File: config.mk
export PLATFORM = sky130hd
export DESIGN_NAME = biped_gait_pd_controller_unit
export DESIGN_NICKNAME = d
export VERILOG_FILES = /design/src/rtl/core/gpd_pkg.sv /design/src/rtl/core/biped_gait_pd_controller_unit.sv /design/src/rtl/core/gpd_front.sv /design/src/rtl/core/gpd_queue.sv /design/src/rtl/core/gpd_back.sv
export SDC_FILE = /design/constraint.sdc
export NUM_CORES = 2
export LEC_CHECK = 0
export ABC_CLOCK_PERIOD_IN_PS = 7100
export BUFFER_PORTS_ARGS = -buffer_cell sky130_fd_sc_hd__buf_4
export CAP_MARGIN = 20
export CORE_MARGIN = 3
export CORE_UTILIZATION = 50
export CTS_BUF_LIST = sky130_fd_sc_hd__clkbuf_4
export DETAILED_ROUTE_END_ITERATION = 10
export PLACE_DENSITY = 0.78
export SYNTH_ARGS = -nofsm -noshare
export SYNTH_HDL_FRONTEND = slang
export SYNTH_SLANG_ARGS = --single-unit
File: constraint.sdc
create_clock -name clk -period 7.1 [get_ports clk]
set_clock_uncertainty 0.2 [all_clocks]
set_input_delay 1.42 -clock clk [delete_from_list [all_inputs] [get_ports clk]]
set_output_delay 1.42 -clock clk [all_outputs]
set_load 0.02 [all_outputs]
File: src/rtl/core/gpd_pkg.sv
`timescale 1ns / 1ps
// Shared types, widths, codes and target-angle table for the gait PD controller.
// Depends on nothing; every other file of the block imports it.
package gpd_pkg;

	// Field and datapath widths.
	localparam int KIND_W     = 2;
	localparam int TIME_W     = 20;
	localparam int JOINT_W    = 3;
	localparam int ANGLE_W    = 16;
	localparam int RATE_W     = 16;
	localparam int FOOT_W     = 2;
	localparam int GAIN_W     = 12;
	localparam int ACC_W      = 22;
	localparam int PHASE_W    = 2;
	localparam int DIFF_W     = ANGLE_W + 1;
	localparam int TORQUE_W   = 25;
	localparam int CFG_IDX_W  = 3;
	localparam int CFG_DATA_W = 20;

	// Default depth of the queue between front and back.
	localparam int QUEUE_DEPTH = 4;

	// Item kinds.
	localparam logic [KIND_W-1:0] KIND_TICK    = 2'd0;
	localparam logic [KIND_W-1:0] KIND_JOINT   = 2'd1;
	localparam logic [KIND_W-1:0] KIND_CONTACT = 2'd2;

	// Contact foot codes.
	localparam logic [FOOT_W-1:0] FOOT_LEFT  = 2'd1;
	localparam logic [FOOT_W-1:0] FOOT_RIGHT = 2'd2;

	// Highest valid joint, first ankle joint and first knee joint.
	localparam logic [JOINT_W-1:0] JOINT_LAST  = 3'd5;
	localparam logic [JOINT_W-1:0] JOINT_ANKLE = 3'd4;
	localparam logic [JOINT_W-1:0] JOINT_KNEE  = 3'd2;

	// Configuration register indexes.
	localparam logic [CFG_IDX_W-1:0] REG_HK_STIFF  = 3'd0;
	localparam logic [CFG_IDX_W-1:0] REG_HK_DAMP   = 3'd1;
	localparam logic [CFG_IDX_W-1:0] REG_ANK_STIFF = 3'd2;
	localparam logic [CFG_IDX_W-1:0] REG_ANK_DAMP  = 3'd3;
	localparam logic [CFG_IDX_W-1:0] REG_STEP      = 3'd4;

	// Register reset values.
	localparam logic [GAIN_W-1:0] RST_HK_STIFF  = 12'd2000;
	localparam logic [GAIN_W-1:0] RST_HK_DAMP   = 12'd200;
	localparam logic [GAIN_W-1:0] RST_ANK_STIFF = 12'd500;
	localparam logic [GAIN_W-1:0] RST_ANK_DAMP  = 12'd50;
	localparam logic [TIME_W-1:0] RST_STEP      = 20'd800000;

	// Saturation value of the time accumulator.
	localparam logic [ACC_W-1:0] ACC_MAX = {ACC_W{1'b1}};

	// Target angles in Q3.12, rounded to nearest.
	localparam logic signed [ANGLE_W-1:0] TGT_M0P5 = -16'sd2048;
	localparam logic signed [ANGLE_W-1:0] TGT_M0P4 = -16'sd1638;
	localparam logic signed [ANGLE_W-1:0] TGT_P0P2 = 16'sd819;
	localparam logic signed [ANGLE_W-1:0] TGT_P0P3 = 16'sd1229;
	localparam logic signed [ANGLE_W-1:0] TGT_P0P5 = 16'sd2048;
	localparam logic signed [ANGLE_W-1:0] TGT_P1P5 = 16'sd6144;

	// One joint sample on its way from the front to the back.
	typedef struct packed {
		logic [JOINT_W-1:0]        joint;
		logic signed [DIFF_W-1:0]  diff;
		logic signed [RATE_W-1:0]  rate;
		logic [GAIN_W-1:0]         k;
		logic [GAIN_W-1:0]         d;
		logic [PHASE_W-1:0]        phase;
		logic                      started;
	} entry_t;

	// Target angle for a joint in the given phase; zero before the first tick.
	function automatic logic signed [ANGLE_W-1:0] target_for(
		input logic [PHASE_W-1:0] phase,
		input logic               valid,
		input logic [JOINT_W-1:0] joint
	);
		logic lead_leg;
		logic is_lead;
		logic mid_step;
		logic signed [ANGLE_W-1:0] t;
		lead_leg = phase[1];
		is_lead  = (joint[0] == lead_leg);
		// Phases 1 and 2 use the mid-step hip angles.
		mid_step = (phase[1] != phase[0]);
		if (!valid) begin
			t = '0;
		end else if (joint < JOINT_KNEE) begin
			if (is_lead) begin
				t = mid_step ? TGT_M0P4 : TGT_M0P5;
			end else begin
				t = mid_step ? TGT_P0P3 : TGT_P0P2;
			end
		end else if (joint < JOINT_ANKLE) begin
			t = is_lead ? TGT_P1P5 : TGT_P0P5;
		end else begin
			t = TGT_M0P5;
		end
		return t;
	endfunction

endpackage

File: src/rtl/core/biped_gait_pd_controller_unit.sv
`timescale 1ns / 1ps
// Top level of the gait PD controller: front, entry queue and back.
// Depends on gpd_pkg, gpd_front, gpd_queue and gpd_back.
//
// Takes one item per clock unless full: ticks and foot contacts update the four-phase
// gait state in the cycle they are accepted, and a joint sample (joints 0 to 5)
// yields one PD torque result. A sample's result passes through the queue and the two
// back stages (gain multiplies, then combine and clamp) before it reaches the result
// ports. Samples wait in a Q_DEPTH-entry queue, so full rises only after the result
// side has stalled long enough to fill the queue and both back stages. Configuration
// writes take effect at the next clock edge and are meant for an idle block.
module biped_gait_pd_controller_unit import gpd_pkg::*; #(
	parameter int Q_DEPTH = QUEUE_DEPTH
) (
	input  logic                      clk,
	input  logic                      arst_n,
	input  logic                      push,
	output logic                      full,
	input  logic [KIND_W-1:0]         kind,
	input  logic [TIME_W-1:0]         elapsed_us,
	input  logic [JOINT_W-1:0]        joint_select,
	input  logic signed [ANGLE_W-1:0] joint_angle,
	input  logic signed [RATE_W-1:0]  joint_rate,
	input  logic [FOOT_W-1:0]         contact_foot,
	output logic                      empty,
	input  logic                      pop,
	output logic [JOINT_W-1:0]        joint_out,
	output logic signed [TORQUE_W-1:0] torque,
	output logic [PHASE_W-1:0]        gait_phase_out,
	output logic                      gait_started,
	input  logic                      cfg_wen,
	input  logic [CFG_IDX_W-1:0]      cfg_index,
	input  logic [CFG_DATA_W-1:0]     cfg_wdata
);

	logic   q_push;
	entry_t q_wr_entry;
	logic   q_full;
	logic   q_pop;
	entry_t q_rd_entry;
	logic   q_valid;

	assign full = q_full;

	gpd_front u_front (
		.clk          (clk),
		.arst_n       (arst_n),
		.push         (push),
		.q_full       (q_full),
		.kind         (kind),
		.elapsed_us   (elapsed_us),
		.joint_select (joint_select),
		.joint_angle  (joint_angle),
		.joint_rate   (joint_rate),
		.contact_foot (contact_foot),
		.cfg_wen      (cfg_wen),
		.cfg_index    (cfg_index),
		.cfg_wdata    (cfg_wdata),
		.q_push       (q_push),
		.q_entry      (q_wr_entry)
	);

	gpd_queue #(
		.DEPTH (Q_DEPTH)
	) u_queue (
		.clk      (clk),
		.arst_n   (arst_n),
		.wr_en    (q_push),
		.wr_data  (q_wr_entry),
		.full     (q_full),
		.rd_en    (q_pop),
		.rd_data  (q_rd_entry),
		.rd_valid (q_valid)
	);

	gpd_back u_back (
		.clk            (clk),
		.arst_n         (arst_n),
		.q_valid        (q_valid),
		.q_entry        (q_rd_entry),
		.q_pop          (q_pop),
		.pop            (pop),
		.empty          (empty),
		.joint_out      (joint_out),
		.torque         (torque),
		.gait_phase_out (gait_phase_out),
		.gait_started   (gait_started)
	);

endmodule

File: src/rtl/core/gpd_front.sv
`timescale 1ns / 1ps
// Front part of the gait PD controller: configuration registers, gait state machine,
// and classification of joint samples into queue entries. Depends on gpd_pkg.
module gpd_front import gpd_pkg::*; (
	input  logic                   clk,
	input  logic                   arst_n,
	input  logic                   push,
	input  logic                   q_full,
	input  logic [KIND_W-1:0]      kind,
	input  logic [TIME_W-1:0]      elapsed_us,
	input  logic [JOINT_W-1:0]     joint_select,
	input  logic signed [ANGLE_W-1:0] joint_angle,
	input  logic signed [RATE_W-1:0]  joint_rate,
	input  logic [FOOT_W-1:0]      contact_foot,
	input  logic                   cfg_wen,
	input  logic [CFG_IDX_W-1:0]   cfg_index,
	input  logic [CFG_DATA_W-1:0]  cfg_wdata,
	output logic                   q_push,
	output entry_t                 q_entry
);

	logic [GAIN_W-1:0]  hk_stiff_q;
	logic [GAIN_W-1:0]  hk_damp_q;
	logic [GAIN_W-1:0]  ank_stiff_q;
	logic [GAIN_W-1:0]  ank_damp_q;
	logic [TIME_W-1:0]  step_q;

	logic [PHASE_W-1:0] phase_q;
	logic               valid_q;
	logic [PHASE_W-1:0] pend_q;
	logic [ACC_W-1:0]   acc_q;

	logic [PHASE_W-1:0] phase_d;
	logic               valid_d;
	logic [PHASE_W-1:0] pend_d;
	logic [ACC_W-1:0]   acc_d;

	logic               accept;
	logic [ACC_W:0]     sum_raw;
	logic [ACC_W-1:0]   sum_sat;
	logic [ACC_W-1:0]   step_ext;
	logic               step_done;
	logic [ACC_W-1:0]   sum_new;
	logic               is_ankle;
	logic signed [ANGLE_W-1:0] target;

	assign accept = push && !q_full;

	// Configuration writes.
	always_ff @(posedge clk or negedge arst_n) begin
		if (!arst_n) begin
			hk_stiff_q  <= RST_HK_STIFF;
			hk_damp_q   <= RST_HK_DAMP;
			ank_stiff_q <= RST_ANK_STIFF;
			ank_damp_q  <= RST_ANK_DAMP;
			step_q      <= RST_STEP;
		end else if (cfg_wen) begin
			case (cfg_index)
				REG_HK_STIFF:  hk_stiff_q  <= cfg_wdata[GAIN_W-1:0];
				REG_HK_DAMP:   hk_damp_q   <= cfg_wdata[GAIN_W-1:0];
				REG_ANK_STIFF: ank_stiff_q <= cfg_wdata[GAIN_W-1:0];
				REG_ANK_DAMP:  ank_damp_q  <= cfg_wdata[GAIN_W-1:0];
				REG_STEP:      step_q      <= cfg_wdata[TIME_W-1:0];
				default: ;
			endcase
		end
	end

	// Saturating time sum and the step interval compare.
	assign sum_raw   = {1'b0, acc_q} + {{(ACC_W + 1 - TIME_W){1'b0}}, elapsed_us};
	assign sum_sat   = sum_raw[ACC_W] ? ACC_MAX : sum_raw[ACC_W-1:0];
	assign step_ext  = {{(ACC_W - TIME_W){1'b0}}, step_q};
	assign step_done = (sum_sat > step_ext);
	assign sum_new   = step_done ? (sum_sat - step_ext) : sum_sat;

	// Next gait state for ticks and contacts.
	always_comb begin
		phase_d = phase_q;
		valid_d = valid_q;
		pend_d  = pend_q;
		acc_d   = acc_q;
		if (accept) begin
			case (kind)
				KIND_TICK: begin
					if (valid_q && !phase_q[0]) begin
						acc_d = sum_new;
						if (step_done) begin
							pend_d = phase_q + 2'd1;
						end
					end
					if (!valid_q || (pend_d != phase_q)) begin
						phase_d = pend_d;
						valid_d = 1'b1;
					end
				end
				KIND_CONTACT: begin
					if (valid_q) begin
						if ((phase_q == 2'd1) && (contact_foot == FOOT_LEFT)) begin
							pend_d = 2'd2;
						end else if ((phase_q == 2'd3) && (contact_foot == FOOT_RIGHT)) begin
							pend_d = 2'd0;
						end
					end
				end
				default: ;
			endcase
		end
	end

	always_ff @(posedge clk or negedge arst_n) begin
		if (!arst_n) begin
			phase_q <= '0;
			valid_q <= 1'b0;
			pend_q  <= '0;
			acc_q   <= '0;
		end else begin
			phase_q <= phase_d;
			valid_q <= valid_d;
			pend_q  <= pend_d;
			acc_q   <= acc_d;
		end
	end

	// Joint samples: pick gains and target, form the angle error.
	assign is_ankle = (joint_select >= JOINT_ANKLE);
	assign target   = target_for(phase_q, valid_q, joint_select);

	assign q_push = accept && (kind == KIND_JOINT) && (joint_select <= JOINT_LAST);

	always_comb begin
		q_entry.joint   = joint_select;
		q_entry.diff    = {target[ANGLE_W-1], target} - {joint_angle[ANGLE_W-1], joint_angle};
		q_entry.rate    = joint_rate;
		q_entry.k       = is_ankle ? ank_stiff_q : hk_stiff_q;
		q_entry.d       = is_ankle ? ank_damp_q : hk_damp_q;
		q_entry.phase   = phase_q;
		q_entry.started = valid_q;
	end

endmodule

File: src/rtl/core/gpd_queue.sv
`timescale 1ns / 1ps
// Short queue of joint-sample entries between the front and the back.
// Depends on gpd_pkg for the entry type.
module gpd_queue import gpd_pkg::*; #(
	parameter int DEPTH = QUEUE_DEPTH
) (
	input  logic   clk,
	input  logic   arst_n,
	input  logic   wr_en,
	input  entry_t wr_data,
	output logic   full,
	input  logic   rd_en,
	output entry_t rd_data,
	output logic   rd_valid
);

	localparam int PTR_W = $clog2(DEPTH);
	localparam int CNT_W = $clog2(DEPTH + 1);
	localparam logic [PTR_W-1:0] PTR_LAST = PTR_W'(DEPTH - 1);
	localparam logic [CNT_W-1:0] CNT_FULL = CNT_W'(DEPTH);

	entry_t           mem_q [DEPTH];
	logic [PTR_W-1:0] wr_ptr_q;
	logic [PTR_W-1:0] rd_ptr_q;
	logic [CNT_W-1:0] count_q;
	logic             do_wr;
	logic             do_rd;

	assign full     = (count_q == CNT_FULL);
	assign rd_valid = (count_q != '0);
	assign do_wr    = wr_en && !full;
	assign do_rd    = rd_en && rd_valid;
	assign rd_data  = mem_q[rd_ptr_q];

	// Storage.
	always_ff @(posedge clk) begin
		if (do_wr) begin
			mem_q[wr_ptr_q] <= wr_data;
		end
	end

	// Pointers and fill count.
	always_ff @(posedge clk or negedge arst_n) begin
		if (!arst_n) begin
			wr_ptr_q <= '0;
			rd_ptr_q <= '0;
			count_q  <= '0;
		end else begin
			if (do_wr) begin
				wr_ptr_q <= (wr_ptr_q == PTR_LAST) ? '0 : wr_ptr_q + 1'b1;
			end
			if (do_rd) begin
				rd_ptr_q <= (rd_ptr_q == PTR_LAST) ? '0 : rd_ptr_q + 1'b1;
			end
			if (do_wr && !do_rd) begin
				count_q <= count_q + 1'b1;
			end else if (do_rd && !do_wr) begin
				count_q <= count_q - 1'b1;
			end
		end
	end

endmodule

File: src/rtl/core/gpd_back.sv
`timescale 1ns / 1ps
// Back part of the gait PD controller: two gain multiplies, then combine and clamp
// into the result register. Depends on gpd_pkg.
module gpd_back import gpd_pkg::*; (
	input  logic                   clk,
	input  logic                   arst_n,
	input  logic                   q_valid,
	input  entry_t                 q_entry,
	output logic                   q_pop,
	input  logic                   pop,
	output logic                   empty,
	output logic [JOINT_W-1:0]     joint_out,
	output logic signed [TORQUE_W-1:0] torque,
	output logic [PHASE_W-1:0]     gait_phase_out,
	output logic                   gait_started
);

	localparam int KP_W = GAIN_W + 1 + DIFF_W;
	localparam int KD_W = GAIN_W + 1 + RATE_W;
	localparam int TQ_W = KD_W + 6;

	logic                     adv_s1;
	logic                     adv_s2;
	logic signed [KP_W-1:0]   k_ext;
	logic signed [KP_W-1:0]   diff_ext;
	logic signed [KD_W-1:0]   d_ext;
	logic signed [KD_W-1:0]   rate_ext;

	logic                     v_s1;
	logic signed [KP_W-1:0]   kp_s1;
	logic signed [KD_W-1:0]   kd_s1;
	logic [GAIN_W-1:0]        k_s1;
	logic [JOINT_W-1:0]       joint_s1;
	logic [PHASE_W-1:0]       phase_s1;
	logic                     started_s1;

	logic signed [TQ_W-1:0]   tq_raw;
	logic signed [TQ_W-1:0]   lim;
	logic signed [TQ_W-1:0]   tq_clamp;

	logic                     v_s2;
	logic signed [TORQUE_W-1:0] torque_s2;
	logic [JOINT_W-1:0]       joint_s2;
	logic [PHASE_W-1:0]       phase_s2;
	logic                     started_s2;

	// Stall chain: each stage moves when the one after it is free or moving.
	assign adv_s2 = !v_s2 || pop;
	assign adv_s1 = !v_s1 || adv_s2;
	assign q_pop  = q_valid && adv_s1;

	// Stage 1 operands: gains zero-extended, error and rate sign-extended to the product widths.
	assign k_ext    = KP_W'($signed({1'b0, q_entry.k}));
	assign diff_ext = KP_W'(q_entry.diff);
	assign d_ext    = KD_W'($signed({1'b0, q_entry.d}));
	assign rate_ext = KD_W'(q_entry.rate);

	always_ff @(posedge clk or negedge arst_n) begin
		if (!arst_n) begin
			v_s1 <= 1'b0;
		end else if (adv_s1) begin
			v_s1 <= q_valid;
		end
	end

	always_ff @(posedge clk) begin
		if (q_pop) begin
			kp_s1      <= k_ext * diff_ext;
			kd_s1      <= d_ext * rate_ext;
			k_s1       <= q_entry.k;
			joint_s1   <= q_entry.joint;
			phase_s1   <= q_entry.phase;
			started_s1 <= q_entry.started;
		end
	end

	// Stage 2: proportional minus damping term, clamped to the stiffness limit.
	assign tq_raw = TQ_W'(kp_s1) - (TQ_W'(kd_s1) <<< 4);
	assign lim    = TQ_W'($signed({1'b0, k_s1, 12'b0}));

	always_comb begin
		if (tq_raw > lim) begin
			tq_clamp = lim;
		end else if (tq_raw < -lim) begin
			tq_clamp = -lim;
		end else begin
			tq_clamp = tq_raw;
		end
	end

	always_ff @(posedge clk or negedge arst_n) begin
		if (!arst_n) begin
			v_s2 <= 1'b0;
		end else if (adv_s2) begin
			v_s2 <= v_s1;
		end
	end

	always_ff @(posedge clk) begin
		if (adv_s2 && v_s1) begin
			torque_s2  <= tq_clamp[TORQUE_W-1:0];
			joint_s2   <= joint_s1;
			phase_s2   <= phase_s1;
			started_s2 <= started_s1;
		end
	end

	assign empty          = !v_s2;
	assign joint_out      = joint_s2;
	assign torque         = torque_s2;
	assign gait_phase_out = phase_s2;
	assign gait_started   = started_s2;

endmodule

# After elaboration in Yosys (flattened, before gate mapping)
# Memory sizes are Yosys's and may differ from the RTL's.
# Index checks and enable logic that the tools add are counted.
totals:
  register_bits: 212
  ramBits: 252
  inputBits: 87
  output_inout_bits: 33
  word_cells: 125
  mem_count: 1
memory_table:
  columns: ["memory", "depth", "width", "read_ports", "rd_clocked_by_memory_dff", "write_ports", "line_no", "source"]
  rows:
  - ["u_queue.mem_q", 4, 63, 1, 0, 1, "gpd_queue.sv:22", "entry_t mem_q [DEPTH];"]
classes:
  addsub: 10
  multipliers: 2
  order_cmp: 7
  eq_ne: 18
  n_mux: 27
  n_reduce_logical: 35
ops:
  columns: ["operator", "count"]
  rows:
  - ["$mux W16", 4]
  - ["$mux W22", 2]
  - ["$lt A34 B35 Y1", 1]
  - ["$neg A24 Y35", 1]
  - ["$gt A34 B25 Y1", 1]
  - ["$sub A30 B33 Y34", 1]
  - ["$mul A13 B17 Y30", 1]
  - ["$mul A13 B16 Y29", 1]
  - ["$mux W25", 1]
  - ["$mux W12", 2]
  - ["$mux W24", 1]
  - ["$add A22 B20 Y23", 1]
  - ["$gt A22 B20 Y1", 1]
  - ["$sub A22 B20 Y22", 1]
  - ["$mux W2", 9]
  - ["$sub A16 B16 Y17", 1]
  - ["$mux W13", 1]
  - ["$logic_and A1 B1 Y1", 12]
  - ["$mux W11", 1]
  - ["$eq A2 B2 Y1 const B", 5]
  - ["$reduce_and A2 Y1", 5]
  - ["$mux W9", 1]
  - ["$logic_not A1 Y1", 7]
  - ["$add A2 B1 Y2 const B", 3]
  - ["25 further kinds", 35]

# Depth between registers and ports, before layout
depth:
  ltp_word: 10
  ltp_mapped: 28
  depth_no_buf: 26

# By module
# From an unflattened synthesis, not the netlist that was laid out.
hier_totals:
  cells_unflattened: 3505
  area_unflattened_um2: 38408.1
modules_own_cells:
  columns: ["module", "instances", "cells_each", "area_each_um2", "seq_area_each_um2"]
  rows:
  - ["gpd_back", 1, 2357, 21540.7, 3293.2]
  - ["gpd_queue", 1, 366, 9534.1, 7742.4]
  - ["gpd_front", 1, 782, 7333.3, 2407.3]

# Least setup slack after synthesis
# No wires, ideal clock.
synth_path:
  path_type: "register to register"
  from: "reg u_queue.rd_ptr_q[0]"
  to: "reg u_back.kd_s1[27], data pin"
  setup_ns: 0.258
  arrival_time_ns: 6.999
  required_time_ns: 6.642
  path_slack_ns: -0.357
  stages_incl_launch_ff: 25
  path_buffers: 3
  synth_period_minus_slack_ns: 7.457
  path_cell_list: "dfrtp_1 -> clkbuf_1 -> buf_1 -> mux4_2 -> clkbuf_1 -> and2_1 -> fa_1 -> inv_1 -> fa_1 -> inv_1 -> fa_1 -> fa_1 -> inv_1 -> fa_1 -> inv_1 -> ha_1 -> a211o_1 -> a211oi_1 -> o31a_1 -> o31ai_1 -> o41ai_1 -> o21a_1 -> o21ai_0 -> a21oi_1 -> xnor2_1"
synth_via:
  elab_chain_cells: 2
synth_lines:
  columns: ["element", "line_no", "source"]
  rows:
  - ["from (decl)", "gpd_queue.sv:24", "logic [PTR_W-1:0] rd_ptr_q;"]
  - ["from (signal assigned)", "gpd_queue.sv:53", "rd_ptr_q <= (rd_ptr_q == PTR_LAST) ? '0 : rd_ptr_q + 1'b1;"]
  - ["$mem_v2 Z4 W63", null, null]
  - ["$mul A13 B16 Y29", "gpd_back.sv:69", "kd_s1 <= d_ext * rate_ext;"]
  - ["to (signal assigned)", "gpd_back.sv:69", null]
  - ["to (decl)", "gpd_back.sv:31", "logic signed [KD_W-1:0] kd_s1;"]
# Every way passes these cells.
# A chain may end at the register's enable or synchronous reset.

# Worst setup path in the final report
# Ends and elaborated chain as after synthesis.

==> metrics.txt <==
largest family of logic cells by synthesized area=adder cells; Rel. slew slack=between 30% and 40%; worst hold path depth=0; top post-synthesis cells by area=edfxtp_1 29%, fa_1 20%, ha_1 8.8%; post-synth cell types=85; worst-case hold path end point=u_back.joint_out[1]; final setup fails=0; Synth Area per Inst=10.9 um2; crit start category=register; Worst Path Required=approximately 7.5 ns; Layout fillers=6,040; # IOs=between 100 and 150; CTS clk-pin slew, worst paths=about 0.070 ns; Die ar.=0.0786 mm2; Pre-antenna DRT Iters=6; Post-Synth XOR/XNOR Area=3.09%; Worst setup EP type=register; Final ANT Viol Nets=0; Initial Utilization=51.0%; Die Y=280 um; drt drc=0; Register Area=0.0135 mm2; hold_sp=u_back.joint_s1[1]; root buf cell=clkbuf_4; CTS Hold Bufs=0; Max-Cap Viols=0; number of synthesized flops with an enable pin=360; first-pass GRT wire length=around 130,000 um; Synth top area share=28.7%; total nets after synthesis=4,181; post-layout minimum cycle time=6.82 ns; Syn. warnings=0; dpl hpwl=64,100 um; Starting DRT DRC Count=1,547; Max clock buf depth=3; Worst Path Arrival=7.24 ns; commonest cells in the netlist=630 x inv_1, 371 x fa_1, 360 x edfxtp_1, 359 x nand2_1, 265 x ha_1; most frequent cell after synthesis=inv_1; RR Startpoint=u_queue.rd_ptr_q[0]; num rows=99; I/O Buffers=119; grt total ovfl=0; vias per inst=5.38; WL final=83,500 um; Routed WL per cell=17.5 um; Hold Fails Final Rpt=0; routability cong.=0.911; largest net degree at the start of global routing=74; sequential share of the synthesized area=a little over a third; reg2reg setup slack=between 0.2 and 0.3 ns; simple-gate share of the synthesized area=10.8%; multi-input logic area=0.0216 mm2; NumNets Final=roughly 4,400; critical path type=register to register; worst skew pair latency=0.89 ns; post-synth top area cell=edfxtp_1; post-synthesis cell count=approximately 3,500; Area growth syn-to-layout=12.1%; post-synthesis compound-gate area fraction=7.97%; Post-Synth Adder-Cell Area=28.5%; final period utilization=96.1%; Worst Path Max Fanout=8; TritonCTS Buffers=120; flops & latches, synth=464; CTS tree=done; status=completed; initial antenna violation count=2; worst r2r path cells=22; Tightest Hold Check Type=register to register; vias=25,726; htree depth=3; post-synthesis mux area share=6.56%; WHS=~0.23 ns; worst slew pin tran=1.04 ns; area of the core=0.0738 mm2; die outline width=~280 um; endpoint of the worst-slack reg-to-reg timing path=u_back.kd_s1[27]; Slew Viols, Final=0; fraction of registers with async set/reset=22.4%; Sink Count=464; Fmax=147 MHz; GRT Util Overall=21.5%; Cell Area, Synth=0.0377 mm2; vias in the first global route=about 27,000; fraction of layout cells with a size suffix above 1=17.1%; ys flop type=edfxtp_1
[through the flow]
step	cell area (um2)	TNS, ns	setup WS (ns)	cells	utilization, %
6_report	42200	0	0.276	4779	57.2
5_1_grt	42200	-0.0693	-0.0379	4779	57.2
4_1_cts	41900	0	0.00829	4749	56.7
3_5_place_dp	40100	0	0.0508	4522	54.3
3_3_place_gp	40100	0	0.138	4522	54.3
2_1_floorplan	37700	-0.0280	-0.0280	3458	-
[cells by family after synthesis]
group           Yosys count
simple gates            854
compound gates          469
xor+xnor                133
buf+inv                 736
fa+ha+maj               636
flops                   464
mux                     166
[cell type report]
| type | count | area share [%] |
|---|---|---|
| Clock inverter | 64 | 1.27 |
| Sequential cell | 464 | 31.9 |
| Multi-Input combinational cell | 2259 | 51.1 |
| Timing Repair Buffer | 237 | 4.43 |
| Clock buffer | 163 | 2.90 |
| Antenna cell | 3 | 0.0178 |
| Inverter | 630 | 5.60 |
| Tap cell | 959 | 2.84 |
[cells in the final DEF (no fill, tap or decap), types with 48 or more instances in the layout]
cell,n
a21o_1,48
a21oi_1,135
and2_1,107
buf_4,226
clkbuf_4,163
dfrtp_1,78
edfxtp_1,360
fa_1,370
ha_1,265
inv_1,629
mux2_2,83
mux4_2,56
nand2_1,359
nor2_1,143
nor2b_1,54
o21ai_0,108
xnor2_1,85
xor2_1,48
[repair_timing]
item	in CTS	in global routing
buffers inserted	0	26
resized for setup	0	24
endpoints found under the setup margin	0	13
[sequential cells by signal, summed over array words and instances (netlist names), 12 cells and up]
register             count
u_back.k_s1             12
u_back.kd_s1            29
u_back.kp_s1            30
u_back.torque           25
u_front.acc_q           22
u_front.ank_damp_q      12
u_front.ank_stiff_q     12
u_front.hk_damp_q       12
u_front.hk_stiff_q      12
u_front.step_q          20
u_queue.mem_q          252
[worst max path at each step]
stage	startpoint	end	cells past startpoint
after floorplan	u_queue.rd_ptr_q[1]	u_back.kd_s1[27]	25
after global placement	u_queue.rd_ptr_q[0]	u_back.kp_s1[28]	25
after detailed placement	u_queue.rd_ptr_q[0]	u_back.kp_s1[28]	23
after CTS	u_queue.rd_ptr_q[0]	u_back.kp_s1[28]	23
after global routing	u_queue.rd_ptr_q[0]	u_back.kp_s1[29]	25
final	u_queue.rd_ptr_q[0]	u_back.kd_s1[27]	22
[worst max-delay path, cell delays in order, from the launching register on]
cell      delay [ns]
dfrtp_4         0.48
buf_6           0.16
mux4_2          0.66
and2_1          0.25
fa_1            0.51
inv_1           0.05
fa_1            0.47
inv_1           0.05
fa_1            0.50
fa_1            0.54
inv_1           0.05
fa_1            0.47
inv_1           0.04
ha_1            0.33
a211o_1         0.32
a211oi_2        0.21
o31a_1          0.28
o31ai_4         0.12
o41ai_4         0.37
o21a_1          0.18
o21ai_0         0.09
a21oi_1         0.17
xnor2_1         0.08
[per-layer routing]
layer  up-vias  wire (um)  global-route usage [%]  part of all wire (%)
met5         -          0                       0                     0
met4         0       2910                    8.76                   3.5
met3       185       5270                    4.42                   6.3
met2       811      41300                    36.6                    50
met1     12663      34000                    26.9                    41
li1      12067          -                       -                     -
Power is not shown: default switching activity piles up to over one toggle a cycle in this logic, so the estimate is an artifact.
